<file path="config.mk">
export PLATFORM = sky130hd
export DESIGN_NAME = priority_sorted_list_unit
export DESIGN_NICKNAME = d
export VERILOG_FILES = /design/src/rtl/core/psl_pkg.sv /design/src/rtl/core/priority_sorted_list_unit.sv /design/src/rtl/core/psl_ctrl.sv /design/src/rtl/core/psl_dp.sv
export SDC_FILE = /design/constraint.sdc
export NUM_CORES = 2
export LEC_CHECK = 0
export BUFFER_PORTS_ARGS = -buffer_cell sky130_fd_sc_hd__buf_2
export CAP_MARGIN = 20
export CORE_ASPECT_RATIO = 0.8
export CORE_MARGIN = 10
export CORE_UTILIZATION = 60
export CTS_BUF_LIST = sky130_fd_sc_hd__clkbuf_4 sky130_fd_sc_hd__clkbuf_8
export DETAILED_ROUTE_END_ITERATION = 10
export HOLD_SLACK_MARGIN = 0.06
export PLACE_DENSITY = 0.87
export RECOVER_POWER = 25
export SLEW_MARGIN = 25
export SYNTH_ARGS = -nofsm -noshare
export SYNTH_HDL_FRONTEND = slang
export SYNTH_SLANG_ARGS = --single-unit
</file>
<file path="constraint.sdc">
create_clock -name clk -period 19.3 [get_ports clk]
set_clock_uncertainty 0.2 [all_clocks]
set_input_delay 0.965 -clock clk [delete_from_list [all_inputs] [get_ports clk]]
set_output_delay 0.965 -clock clk [all_outputs]
set_load 0.01 [all_outputs]
</file>
<file path="src/rtl/core/psl_pkg.sv">
`timescale 1ns / 1ps
package psl_pkg;

	localparam int DEPTH_DEF     = 32;
	localparam int RATE_BITS_DEF = 16;
	localparam int TAG_BITS_DEF  = 32;

	typedef enum logic [3:0] {
		ACT_INSERT   = 4'd0,
		ACT_SET_RATE = 4'd1,
		ACT_RAISE    = 4'd2,
		ACT_LOWER    = 4'd3,
		ACT_SET_TAG  = 4'd4,
		ACT_REMOVE   = 4'd5,
		ACT_FIRST    = 4'd6,
		ACT_LAST     = 4'd7,
		ACT_READ     = 4'd8,
		ACT_LIST     = 4'd9,
		ACT_CLEAR    = 4'd10
	} action_t;

	typedef enum logic [2:0] {
		STS_OK       = 3'd0,
		STS_BADPOS   = 3'd1,
		STS_FULL     = 3'd2,
		STS_RANGE    = 3'd3,
		STS_NOTFOUND = 3'd4
	} status_t;

	typedef enum logic [3:0] {
		S_IDLE,
		S_DISPATCH,
		S_POS_WAIT,
		S_POS_CHK,
		S_SCAN_RD,
		S_SCAN_CHK,
		S_SH_SETUP,
		S_SH_RD,
		S_SH_WR,
		S_FIN,
		S_EMIT
	} state_t;

	typedef enum logic [3:0] {
		OP_NONE,
		OP_LOAD,
		OP_RD_POS,
		OP_POS_LATCH,
		OP_SCAN_RD,
		OP_SCAN_CHK,
		OP_SH_SETUP,
		OP_SH_RD,
		OP_SH_WR,
		OP_FIN,
		OP_EMIT
	} dp_op_t;

	typedef struct packed {
		dp_op_t  op;
		status_t st;
	} psl_cmd_t;

	typedef struct packed {
		action_t act;
		logic    full;
		logic    pos_ok;
		logic    orate_zero;
		logic    orate_max;
		logic    same_rate;
		logic    scan_end;
		logic    stop_hit;
		logic    hit;
		logic    shift_done;
	} psl_stat_t;

endpackage

</file>
<file path="src/rtl/core/priority_sorted_list_unit.sv">
`timescale 1ns / 1ps
// channel   signals                                   handshake
// request   action, position, rate, tag               start && !busy
// result    status, result_position, result_rate,     done, one cycle each
//           result_tag, entry_count, last
// An action takes longer the more entries it scans and shifts, most for a move
// across the whole list; each entry scanned passes a read and a check state, and
// each entry shifted a read and a write state; the entry memory read is registered.
// Reset clears the count and the controller; entries need no clearing.
// The receiver cannot stall; list rate gives one result per matching entry, or one not-found.
module priority_sorted_list_unit #(
	parameter int DEPTH     = psl_pkg::DEPTH_DEF,
	parameter int RATE_BITS = psl_pkg::RATE_BITS_DEF,
	parameter int TAG_BITS  = psl_pkg::TAG_BITS_DEF
) (
	input  logic        clk,
	input  logic        arst_n,
	input  logic        start,
	output logic        busy,
	input  logic [3:0]  action,
	input  logic [4:0]  position,
	input  logic [15:0] rate,
	input  logic [31:0] tag,
	output logic        done,
	output logic [2:0]  status,
	output logic [5:0]  result_position,
	output logic [15:0] result_rate,
	output logic [31:0] result_tag,
	output logic [5:0]  entry_count,
	output logic        last
);
	import psl_pkg::*;

	psl_cmd_t  cmd;
	psl_stat_t stat;

	psl_ctrl u_ctrl (
		.clk    (clk),
		.arst_n (arst_n),
		.start  (start),
		.busy   (busy),
		.stat   (stat),
		.cmd    (cmd)
	);

	psl_dp #(
		.DEPTH     (DEPTH),
		.RATE_BITS (RATE_BITS),
		.TAG_BITS  (TAG_BITS)
	) u_dp (
		.clk             (clk),
		.arst_n          (arst_n),
		.cmd             (cmd),
		.stat            (stat),
		.action          (action),
		.position        (position),
		.rate            (rate),
		.tag             (tag),
		.done            (done),
		.status          (status),
		.result_position (result_position),
		.result_rate     (result_rate),
		.result_tag      (result_tag),
		.entry_count     (entry_count),
		.last            (last)
	);

endmodule

</file>
<file path="src/rtl/core/psl_ctrl.sv">
`timescale 1ns / 1ps
module psl_ctrl (
	input  logic                clk,
	input  logic                arst_n,
	input  logic                start,
	output logic                busy,
	input  psl_pkg::psl_stat_t  stat,
	output psl_pkg::psl_cmd_t   cmd
);
	import psl_pkg::*;

	state_t  state_q, state_d;
	status_t st_q, st_d;
	logic    is_move;

	assign is_move = (stat.act == ACT_SET_RATE) || (stat.act == ACT_RAISE) ||
		(stat.act == ACT_LOWER);
	assign busy = (state_q != S_IDLE);

	always_ff @(posedge clk or negedge arst_n) begin
		if (!arst_n) begin
			state_q <= S_IDLE;
			st_q    <= STS_OK;
		end else begin
			state_q <= state_d;
			st_q    <= st_d;
		end
	end

	always_comb begin
		state_d = state_q;
		st_d    = st_q;
		cmd.op  = OP_NONE;
		cmd.st  = st_q;
		case (state_q)
			S_IDLE: begin
				if (start) begin
					cmd.op  = OP_LOAD;
					state_d = S_DISPATCH;
				end
			end
			S_DISPATCH: begin
				case (stat.act)
					ACT_INSERT: begin
						if (stat.full) begin
							st_d    = STS_FULL;
							state_d = S_EMIT;
						end else begin
							state_d = S_SCAN_RD;
						end
					end
					ACT_SET_RATE, ACT_RAISE, ACT_LOWER, ACT_SET_TAG, ACT_REMOVE,
					ACT_READ: begin
						if (!stat.pos_ok) begin
							st_d    = STS_BADPOS;
							state_d = S_EMIT;
						end else begin
							cmd.op  = OP_RD_POS;
							state_d = S_POS_WAIT;
						end
					end
					ACT_FIRST, ACT_LAST, ACT_LIST: state_d = S_SCAN_RD;
					default: begin
						st_d    = STS_OK;
						state_d = S_EMIT;
					end
				endcase
			end
			S_POS_WAIT: begin
				cmd.op  = OP_POS_LATCH;
				state_d = S_POS_CHK;
			end
			S_POS_CHK: begin
				st_d = STS_OK;
				case (stat.act)
					ACT_SET_TAG: state_d = S_FIN;
					ACT_REMOVE:  state_d = S_SH_SETUP;
					ACT_READ:    state_d = S_EMIT;
					default: begin
						if ((stat.act == ACT_RAISE && stat.orate_zero) ||
							(stat.act == ACT_LOWER && stat.orate_max)) begin
							st_d    = STS_RANGE;
							state_d = S_EMIT;
						end else if (stat.same_rate) begin
							state_d = S_EMIT;
						end else begin
							state_d = S_SCAN_RD;
						end
					end
				endcase
			end
			S_SCAN_RD: begin
				cmd.op = OP_SCAN_RD;
				if (stat.scan_end) begin
					if (stat.act == ACT_INSERT || is_move) begin
						state_d = S_SH_SETUP;
					end else begin
						st_d    = (stat.act == ACT_FIRST || stat.hit) ? STS_OK : STS_NOTFOUND;
						state_d = S_EMIT;
					end
				end else begin
					state_d = S_SCAN_CHK;
				end
			end
			S_SCAN_CHK: begin
				cmd.op = OP_SCAN_CHK;
				if (stat.stop_hit) begin
					if (stat.act == ACT_FIRST) begin
						st_d    = STS_OK;
						state_d = S_EMIT;
					end else begin
						state_d = S_SH_SETUP;
					end
				end else begin
					state_d = S_SCAN_RD;
				end
			end
			S_SH_SETUP: begin
				cmd.op  = OP_SH_SETUP;
				state_d = S_SH_RD;
			end
			S_SH_RD: begin
				cmd.op  = OP_SH_RD;
				state_d = stat.shift_done ? S_FIN : S_SH_WR;
			end
			S_SH_WR: begin
				cmd.op  = OP_SH_WR;
				state_d = S_SH_RD;
			end
			S_FIN: begin
				cmd.op  = OP_FIN;
				st_d    = STS_OK;
				state_d = S_EMIT;
			end
			S_EMIT: begin
				cmd.op  = OP_EMIT;
				state_d = S_IDLE;
			end
			default: state_d = S_IDLE;
		endcase
	end

endmodule

</file>
<file path="src/rtl/core/psl_dp.sv">
`timescale 1ns / 1ps
module psl_dp #(
	parameter int DEPTH     = psl_pkg::DEPTH_DEF,
	parameter int RATE_BITS = psl_pkg::RATE_BITS_DEF,
	parameter int TAG_BITS  = psl_pkg::TAG_BITS_DEF
) (
	input  logic               clk,
	input  logic               arst_n,
	input  psl_pkg::psl_cmd_t  cmd,
	output psl_pkg::psl_stat_t stat,
	input  logic [3:0]         action,
	input  logic [4:0]         position,
	input  logic [15:0]        rate,
	input  logic [31:0]        tag,
	output logic               done,
	output logic [2:0]         status,
	output logic [5:0]         result_position,
	output logic [15:0]        result_rate,
	output logic [31:0]        result_tag,
	output logic [5:0]         entry_count,
	output logic               last
);
	import psl_pkg::*;

	localparam int AW = (DEPTH > 1) ? $clog2(DEPTH) : 1;
	localparam int CW = $clog2(DEPTH + 1);

	logic [RATE_BITS-1:0] mem_rate [DEPTH];
	logic [TAG_BITS-1:0]  mem_tag  [DEPTH];
	logic [RATE_BITS-1:0] rd_rate_q;
	logic [TAG_BITS-1:0]  rd_tag_q;
	logic [AW-1:0]        rd_addr, wr_addr;
	logic                 rd_en, wr_en;
	logic [RATE_BITS-1:0] wr_rate;
	logic [TAG_BITS-1:0]  wr_tag;

	action_t              act_q;
	logic [CW-1:0]        cnt_q, pos_q, idx_q, stop_q, found_q, dst_q, hitpos_q;
	logic                 pos_ok_q, dir_up_q, hit_q;
	logic [RATE_BITS-1:0] key_q, nr_q, orate_q, hitrate_q, skey;
	logic [TAG_BITS-1:0]  tagin_q, otag_q, hittag_q;
	logic                 is_move, eq, stop_c;

	logic                 done_q, last_q;
	logic [2:0]           status_q;
	logic [5:0]           rpos_q, count_q;
	logic [15:0]          rrate_q;
	logic [31:0]          rtag_q;

	assign is_move = (act_q == ACT_SET_RATE) || (act_q == ACT_RAISE) || (act_q == ACT_LOWER);
	assign skey    = is_move ? nr_q : key_q;
	assign eq      = (rd_rate_q == skey);
	always_comb begin
		case (act_q)
			ACT_INSERT:                            stop_c = (rd_rate_q > skey);
			ACT_FIRST, ACT_SET_RATE, ACT_RAISE,
			ACT_LOWER:                             stop_c = (rd_rate_q >= skey);
			default:                               stop_c = 1'b0;
		endcase
	end

	assign stat.act        = act_q;
	assign stat.full       = (cnt_q == CW'(DEPTH));
	assign stat.pos_ok     = pos_ok_q;
	assign stat.orate_zero = (orate_q == '0);
	assign stat.orate_max  = (orate_q == '1);
	assign stat.same_rate  = (orate_q == nr_q);
	assign stat.scan_end   = (idx_q == cnt_q);
	assign stat.stop_hit   = stop_c;
	assign stat.hit        = hit_q;
	assign stat.shift_done = (idx_q == stop_q);

	always_comb begin
		rd_en   = 1'b0;
		rd_addr = idx_q[AW-1:0];
		wr_en   = 1'b0;
		wr_addr = idx_q[AW-1:0];
		wr_rate = rd_rate_q;
		wr_tag  = rd_tag_q;
		case (cmd.op)
			OP_RD_POS: begin
				rd_en   = 1'b1;
				rd_addr = pos_q[AW-1:0];
			end
			OP_SCAN_RD: rd_en = !stat.scan_end;
			OP_SH_RD: begin
				rd_en   = !stat.shift_done;
				rd_addr = dir_up_q ? AW'(idx_q - 1'b1) : AW'(idx_q + 1'b1);
			end
			OP_SH_WR: wr_en = 1'b1;
			OP_FIN: begin
				wr_addr = dst_q[AW-1:0];
				case (act_q)
					ACT_INSERT: begin
						wr_en   = 1'b1;
						wr_rate = key_q;
						wr_tag  = tagin_q;
					end
					ACT_SET_TAG: begin
						wr_en   = 1'b1;
						wr_rate = orate_q;
						wr_tag  = tagin_q;
					end
					ACT_SET_RATE, ACT_RAISE, ACT_LOWER: begin
						wr_en   = 1'b1;
						wr_rate = nr_q;
						wr_tag  = otag_q;
					end
					default: wr_en = 1'b0;
				endcase
			end
			default: rd_en = 1'b0;
		endcase
	end

	always_ff @(posedge clk) begin
		if (wr_en) begin
			mem_rate[wr_addr] <= wr_rate;
			mem_tag[wr_addr]  <= wr_tag;
		end
		if (rd_en) begin
			rd_rate_q <= mem_rate[rd_addr];
			rd_tag_q  <= mem_tag[rd_addr];
		end
	end

	always_ff @(posedge clk or negedge arst_n) begin
		if (!arst_n) begin
			cnt_q  <= '0;
			done_q <= 1'b0;
			hit_q  <= 1'b0;
		end else begin
			done_q <= 1'b0;
			case (cmd.op)
				OP_LOAD: hit_q <= 1'b0;
				OP_SCAN_CHK: if (eq && (act_q == ACT_LAST || act_q == ACT_LIST)) hit_q <= 1'b1;
				OP_FIN: begin
					if (act_q == ACT_INSERT) cnt_q <= cnt_q + 1'b1;
					else if (act_q == ACT_REMOVE) cnt_q <= cnt_q - 1'b1;
				end
				OP_EMIT: begin
					done_q <= 1'b1;
					if (act_q == ACT_CLEAR) cnt_q <= '0;
				end
				default: hit_q <= hit_q;
			endcase
			if (cmd.op == OP_SCAN_CHK && eq && act_q == ACT_LIST && hit_q) done_q <= 1'b1;
		end
	end

	always_ff @(posedge clk) begin
		case (cmd.op)
			OP_LOAD: begin
				act_q    <= action_t'(action);
				pos_ok_q <= (32'(position) < 32'(cnt_q));
				pos_q    <= CW'(position);
				key_q    <= RATE_BITS'(rate);
				nr_q     <= RATE_BITS'(rate);
				tagin_q  <= TAG_BITS'(tag);
				idx_q    <= '0;
			end
			OP_POS_LATCH: begin
				orate_q <= rd_rate_q;
				otag_q  <= rd_tag_q;
				dst_q   <= pos_q;
				if (act_q == ACT_RAISE) nr_q <= rd_rate_q - 1'b1;
				else if (act_q == ACT_LOWER) nr_q <= rd_rate_q + 1'b1;
			end
			OP_SCAN_RD: if (stat.scan_end && act_q != ACT_LAST) found_q <= cnt_q;
			OP_SCAN_CHK: begin
				idx_q <= idx_q + 1'b1;
				if (stop_c) found_q <= idx_q;
				if (eq && act_q == ACT_LAST) found_q <= idx_q;
				if (eq && act_q == ACT_LIST) begin
					hitpos_q  <= idx_q;
					hitrate_q <= rd_rate_q;
					hittag_q  <= rd_tag_q;
				end
			end
			OP_SH_SETUP: begin
				if (act_q == ACT_INSERT) begin
					dir_up_q <= 1'b1;
					idx_q    <= cnt_q;
					stop_q   <= found_q;
					dst_q    <= found_q;
				end else if (act_q == ACT_REMOVE) begin
					dir_up_q <= 1'b0;
					idx_q    <= pos_q;
					stop_q   <= cnt_q - 1'b1;
				end else if (found_q > pos_q) begin
					dir_up_q <= 1'b0;
					idx_q    <= pos_q;
					stop_q   <= found_q - 1'b1;
					dst_q    <= found_q - 1'b1;
				end else begin
					dir_up_q <= 1'b1;
					idx_q    <= pos_q;
					stop_q   <= found_q;
					dst_q    <= found_q;
				end
			end
			OP_SH_WR: idx_q <= dir_up_q ? idx_q - 1'b1 : idx_q + 1'b1;
			default: idx_q <= idx_q;
		endcase
	end

	always_ff @(posedge clk) begin
		if (cmd.op == OP_SCAN_CHK && eq && act_q == ACT_LIST && hit_q) begin
			status_q <= STS_OK;
			rpos_q   <= 6'(hitpos_q);
			rrate_q  <= 16'(hitrate_q);
			rtag_q   <= 32'(hittag_q);
			count_q  <= 6'(cnt_q);
			last_q   <= 1'b0;
		end else if (cmd.op == OP_EMIT) begin
			status_q <= cmd.st;
			rpos_q   <= '0;
			rrate_q  <= '0;
			rtag_q   <= '0;
			count_q  <= (act_q == ACT_CLEAR) ? 6'd0 : 6'(cnt_q);
			last_q   <= 1'b1;
			if (cmd.st == STS_OK) begin
				case (act_q)
					ACT_INSERT: begin
						rpos_q  <= 6'(dst_q);
						rrate_q <= 16'(key_q);
						rtag_q  <= 32'(tagin_q);
					end
					ACT_SET_RATE, ACT_RAISE, ACT_LOWER: begin
						rpos_q  <= 6'(dst_q);
						rrate_q <= 16'(nr_q);
						rtag_q  <= 32'(otag_q);
					end
					ACT_SET_TAG: begin
						rpos_q  <= 6'(pos_q);
						rrate_q <= 16'(orate_q);
						rtag_q  <= 32'(tagin_q);
					end
					ACT_REMOVE, ACT_READ: begin
						rpos_q  <= 6'(pos_q);
						rrate_q <= 16'(orate_q);
						rtag_q  <= 32'(otag_q);
					end
					ACT_FIRST, ACT_LAST: rpos_q <= 6'(found_q);
					ACT_LIST: begin
						rpos_q  <= 6'(hitpos_q);
						rrate_q <= 16'(hitrate_q);
						rtag_q  <= 32'(hittag_q);
					end
					default: rpos_q <= '0;
				endcase
			end
		end
	end

	assign done            = done_q;
	assign status          = status_q;
	assign result_position = rpos_q;
	assign result_rate     = rrate_q;
	assign result_tag      = rtag_q;
	assign entry_count     = count_q;
	assign last            = last_q;

endmodule

</file>
==> out/metrics.sh <==
STATUS='finished with violations'
VIOLATIONS_IN_THE_FINAL_REPORTS='capacitance limit, slew limit'
YOSYS.AREA.TOP_TYPE_SHARE_PCT=73.44
NUMBER_OF_GLOBAL_ROUTE_VIAS_BEFORE_REPAIR=47957
WIRELENGTH_MM=213.6
HOLDPATHSTAGES=4
PERIOD_NEEDED_PS=9624
CTS-HTREE-LEVELS=5
GRT-BUSIEST-LAYER='met2'
YOSYS_REGISTER_BITS=1864
PLACE.DETAILED.HPWL_MM=115.0
PATH_BUF_INV=3
GRT_MAX_DEGREE=109
SYNTH_COMMON_CELLS='edfxtp_1 (1,845), nand2_1 (508), mux2i_1 (400), a22oi_1 (180), clkbuf_1 (164)'
PATH_CLASS='register to register'
DIE_FOOTPRINT_SQ_UM=140400
CP_CELL_SEQUENCE='or2_0, nor2_4, clkbuf_1, o21ai_0, clkbuf_1, a21oi_1, nand2_1, nor2_4, buf_4'
SETUP_VIOL=0
DRT_FIRST_PASS_ITERS=8
INTPOWER_W=0.008309
NUM-FILL-CELLS=7666
CLOCK-SINKS=1864
ENDPOINT_KIND='register'
SEQPWRFRAC_PCT=42.9
PIN_COUNT=126
NETSWITCHINGFRACTION_PCT=36.69
LAYOUT-DRIVE-GT1-SHARE_PCT=14.54
CRIT_FAMILY='buffers and inverters'
DRC=0
DIE_WD_UM=416.5
SYN_AREA_SQ_UM=75440
ROUTABILITYCONGESTION=0.9288
COMBINATIONALPOWERSHARE_PCT=33.3
YOSYS.AREA.TOP_TYPE='edfxtp_1'
DR_WL_CELL_UM=30.93
NETSWITCHINGPOWER_W=0.004815
SYNTHMOSTINSTANTIATEDCELL='edfxtp_1'
SYNTHESIS.YOSYS.WARNINGS=0
YOSYS_MOST_USED_DFF='edfxtp_1'
P_LEAK_nW=27.54
FINALWORSTSETUPSLACK_PS=9676
FINALHOLDVIOLATIONS=0
TIMING_MAX_TRANSITION_VIOLATIONS_FINAL=289
CTS-RESIZED-GATES=0
SYNTH-ASYNC-RESET-RATIO_PCT=0.8047
WORST_IR_DROP_VDD_mV=0.1712
START_KIND='register'
SLOWEST_STAGE='clkbuf_1'
GLOBALROUTEMET3UTIL_PCT=10.55
CTS.HOLD.BUFFERS_ADDED=58
GRT_USE_MET1_PCT=39.03
INSERTION_DELAY_PS=990
UNREPAIRED_SETUP_ENDPOINTS_AFTER_GLOBAL_ROUTING='false'
START_UTIL_PCT=60.37
POST_SYNTHESIS_MEAN_INSTANCE_AREA_SQ_UM=15.81
NUMBER_OF_SYNTHESIZED_FLOPS_WITH_AN_ENABLE_PIN=1845
GROUTE.LAYER.MET2.USAGE_PCT=43.00
SYNTH.NET_COUNT=4877
ROUTED_VIA_DENSITY=7.053
CRITICAL_PATH_REQUIRED_PS=19660
ROWS=116
TIMING.HOLD.WORST.CLASS='primary input to register'
FF2FF_SETUP_SLACK_PS=9680
DIE_H_UM=337.2
FIN_TNS_SETUP_PS=0
POST_CTS.REPAIR.SETUP_BUFFERS=0
PLACEMENT.IO_BUFFERS=125
YS_SEQ_AREA_SHARE_PCT=74.04
CTS_INSERTED_BUFFERS=289
MAX-CLOCK-PATH-BUFFERS=4
AREA.GROWTH.SYNTH_TO_FINAL_PCT=11.45
CORE-AREA_SQ_UM=125000
SYN-INSTANCE-COUNT=4772
R2R.WORST_PATH.CELLS=9
P_PER_AREA_nW_PER_UM2=156.1
LAYOUT_WORST_PATH_CYCLE_SHARE_PCT=49.87
GRT_REMAINING_OVERFLOW=0
CLOCK_TREE_FROM_TRITONCTS='yes'
DP_WORST_SETUP_SLACK_PS=12140
SYNTH.LIB_CELLS_USED.DISTINCT=83
SLOWEST_DELAY_PS=2920
CLOCKPOWERSHARE_PCT=23.9
WORST_SLEW_MARGIN_REL_PCT=-232.4
CLKSLEWWORSTSETUPHOLDPATHS_PS=60
WORST_SLEW_PIN_SLEW_PS=4985
TIMING.FMAX_MHz=103.9
FINAL_ANTENNA_NET_COUNT=0
CRITPATHMAXFANOUT=65
DETAILROUTE.VIA_COUNT=48712
FINISH.NET_COUNT=5165
MAXCAPVIOLATIONS=6
CTS_ROOT_BUFFER='clkbuf_8'
TIMING.CRITICAL_PATH.ARRIVAL_PS=9990
INITIALDRTVIOLATIONCOUNT=9865
SYNTH_TOP_CELLS_BY_AREA='edfxtp_1 (73%), mux2i_1 (5.3%), nand2_1 (2.5%), a22oi_1 (1.8%), a221oi_1 (1.6%)'
GRT_PASS1_WL_MM=308.8
GRT_ANTENNA_BEFORE_REPAIR=6
CP.DEPTH=9
GLOBAL_ROUTE_TOTAL_USAGE_ACROSS_EVERY_LAYER_PCT=29.39
[power groups by stage]
stage                     combinational [W]  clock (W)  sequential (W)
after global placement              0.00397          0         0.00565
after global routing                0.00456    0.00332         0.00563
after floorplan                     0.00285          0         0.00556
after detailed placement            0.00415          0         0.00566
after CTS                           0.00422    0.00313         0.00558
final                               0.00436    0.00313         0.00563
[registers in the layout, indices dropped and copies added, names as in the netlist, 32 cells and up]
register and count:
u_dp.hittag_q 32, u_dp.mem_rate 512, u_dp.mem_tag 1024, u_dp.otag_q 32
u_dp.rd_tag_q 32, u_dp.result_tag 32, u_dp.tagin_q 32
[path summary, 6_finish.rpt]
check                                       startpoint                        endpoint
setup / recovery               u_dp.act_q[1]$_DFFE_PP_  u_dp.mem_rate[2][12]$_DFFE_PP_
hold / removal                                   start          u_dp.hit_q$_DFFE_PN0P_
setup reg to reg               u_dp.act_q[1]$_DFFE_PP_  u_dp.mem_rate[2][12]$_DFFE_PP_
hold reg to reg            u_dp.rd_tag_q[26]$_DFFE_PP_       u_dp.otag_q[26]$_DFFE_PP_
max in group asynchronous                       arst_n      u_ctrl.st_q[0]$_DFFE_PN0P_
min in group asynchronous                       arst_n       u_dp.cnt_q[2]$_DFFE_PN0P_
[cells by family after synthesis]
logic type	Yosys count	synth area share (%)
flip-flops	1864	74.04
AND/OR/NAND/NOR	1000	6.252
AO/OA/AOI/OAI	962	9.471
multiplexers	504	6.859
buffers and inverters	349	2.063
XOR/XNOR	48	0.5573
adder cells (fa/ha/maj)	45	0.7563
[layer usage]
layer | vias to the layer above | share of wire, %
li1 | 19714 | -
met1 | 23490 | 34
met2 | 4708 | 44
met3 | 792 | 17
met4 | 8 | 5.0
met5 | - | 0.021
[placed cells by master, fill, tap and decap left out, drive strengths merged, types with 55 or more instances in the layout]
cell,instances
edfxtp,1845
clkbuf,512
nand2,509
mux2i,400
a22oi,180
a221oi,142
o21ai,132
buf,130
nand3,120
a211oi,108
mux2,104
nor2,104
a21oi,90
clkinv,90
nor3,74
nand4,68
dlygate4sd3,58
o21a,55
[per-stage QoR]
| stage | hold WS, ps | utilization [%] | power (W) | area, sq um | cells |
|---|---|---|---|---|---|
| 2_1_floorplan | 224.4 | - | 0.008415 | 75440 | 4772 |
| 3_3_place_gp | 246.7 | 62.57 | 0.009623 | 78190 | 6357 |
| 3_5_place_dp | 253.9 | 62.67 | 0.009815 | 78310 | 6362 |
| 4_1_cts | 191.3 | 67.35 | 0.01293 | 84160 | 6905 |
| 5_1_grt | 248.6 | 67.29 | 0.01351 | 84080 | 6907 |
| 6_report | 259.2 | 67.29 | 0.01312 | 84080 | 6907 |
[cell type report]
cell class / count / area [sq um] / share of cell area (%)
Timing Repair Buffer: 313 / 2044 / 2.431
Multi-Input combinational cell: 2559 / 18710 / 22.26
Tap cell: 1652 / 2067 / 2.458
Clock inverter: 98 / 509.2 / 0.6056
Antenna cell: 1 / 2.502 / 0.002976
Inverter: 33 / 125.1 / 0.1488
Sequential cell: 1864 / 55860 / 66.43
Clock buffer: 387 / 4763 / 5.665
[worst reg2reg max path, stage by stage, from the launching register on]
cell and delay, ps:
edfxtp_1 610, or2_0 770, nor2_4 230, clkbuf_1 2920, o21ai_0 750, clkbuf_1 940, a21oi_1 470, nand2_1 500
nor2_4 1030, buf_4 770
Note: power is estimated with default switching activity, not from simulation.
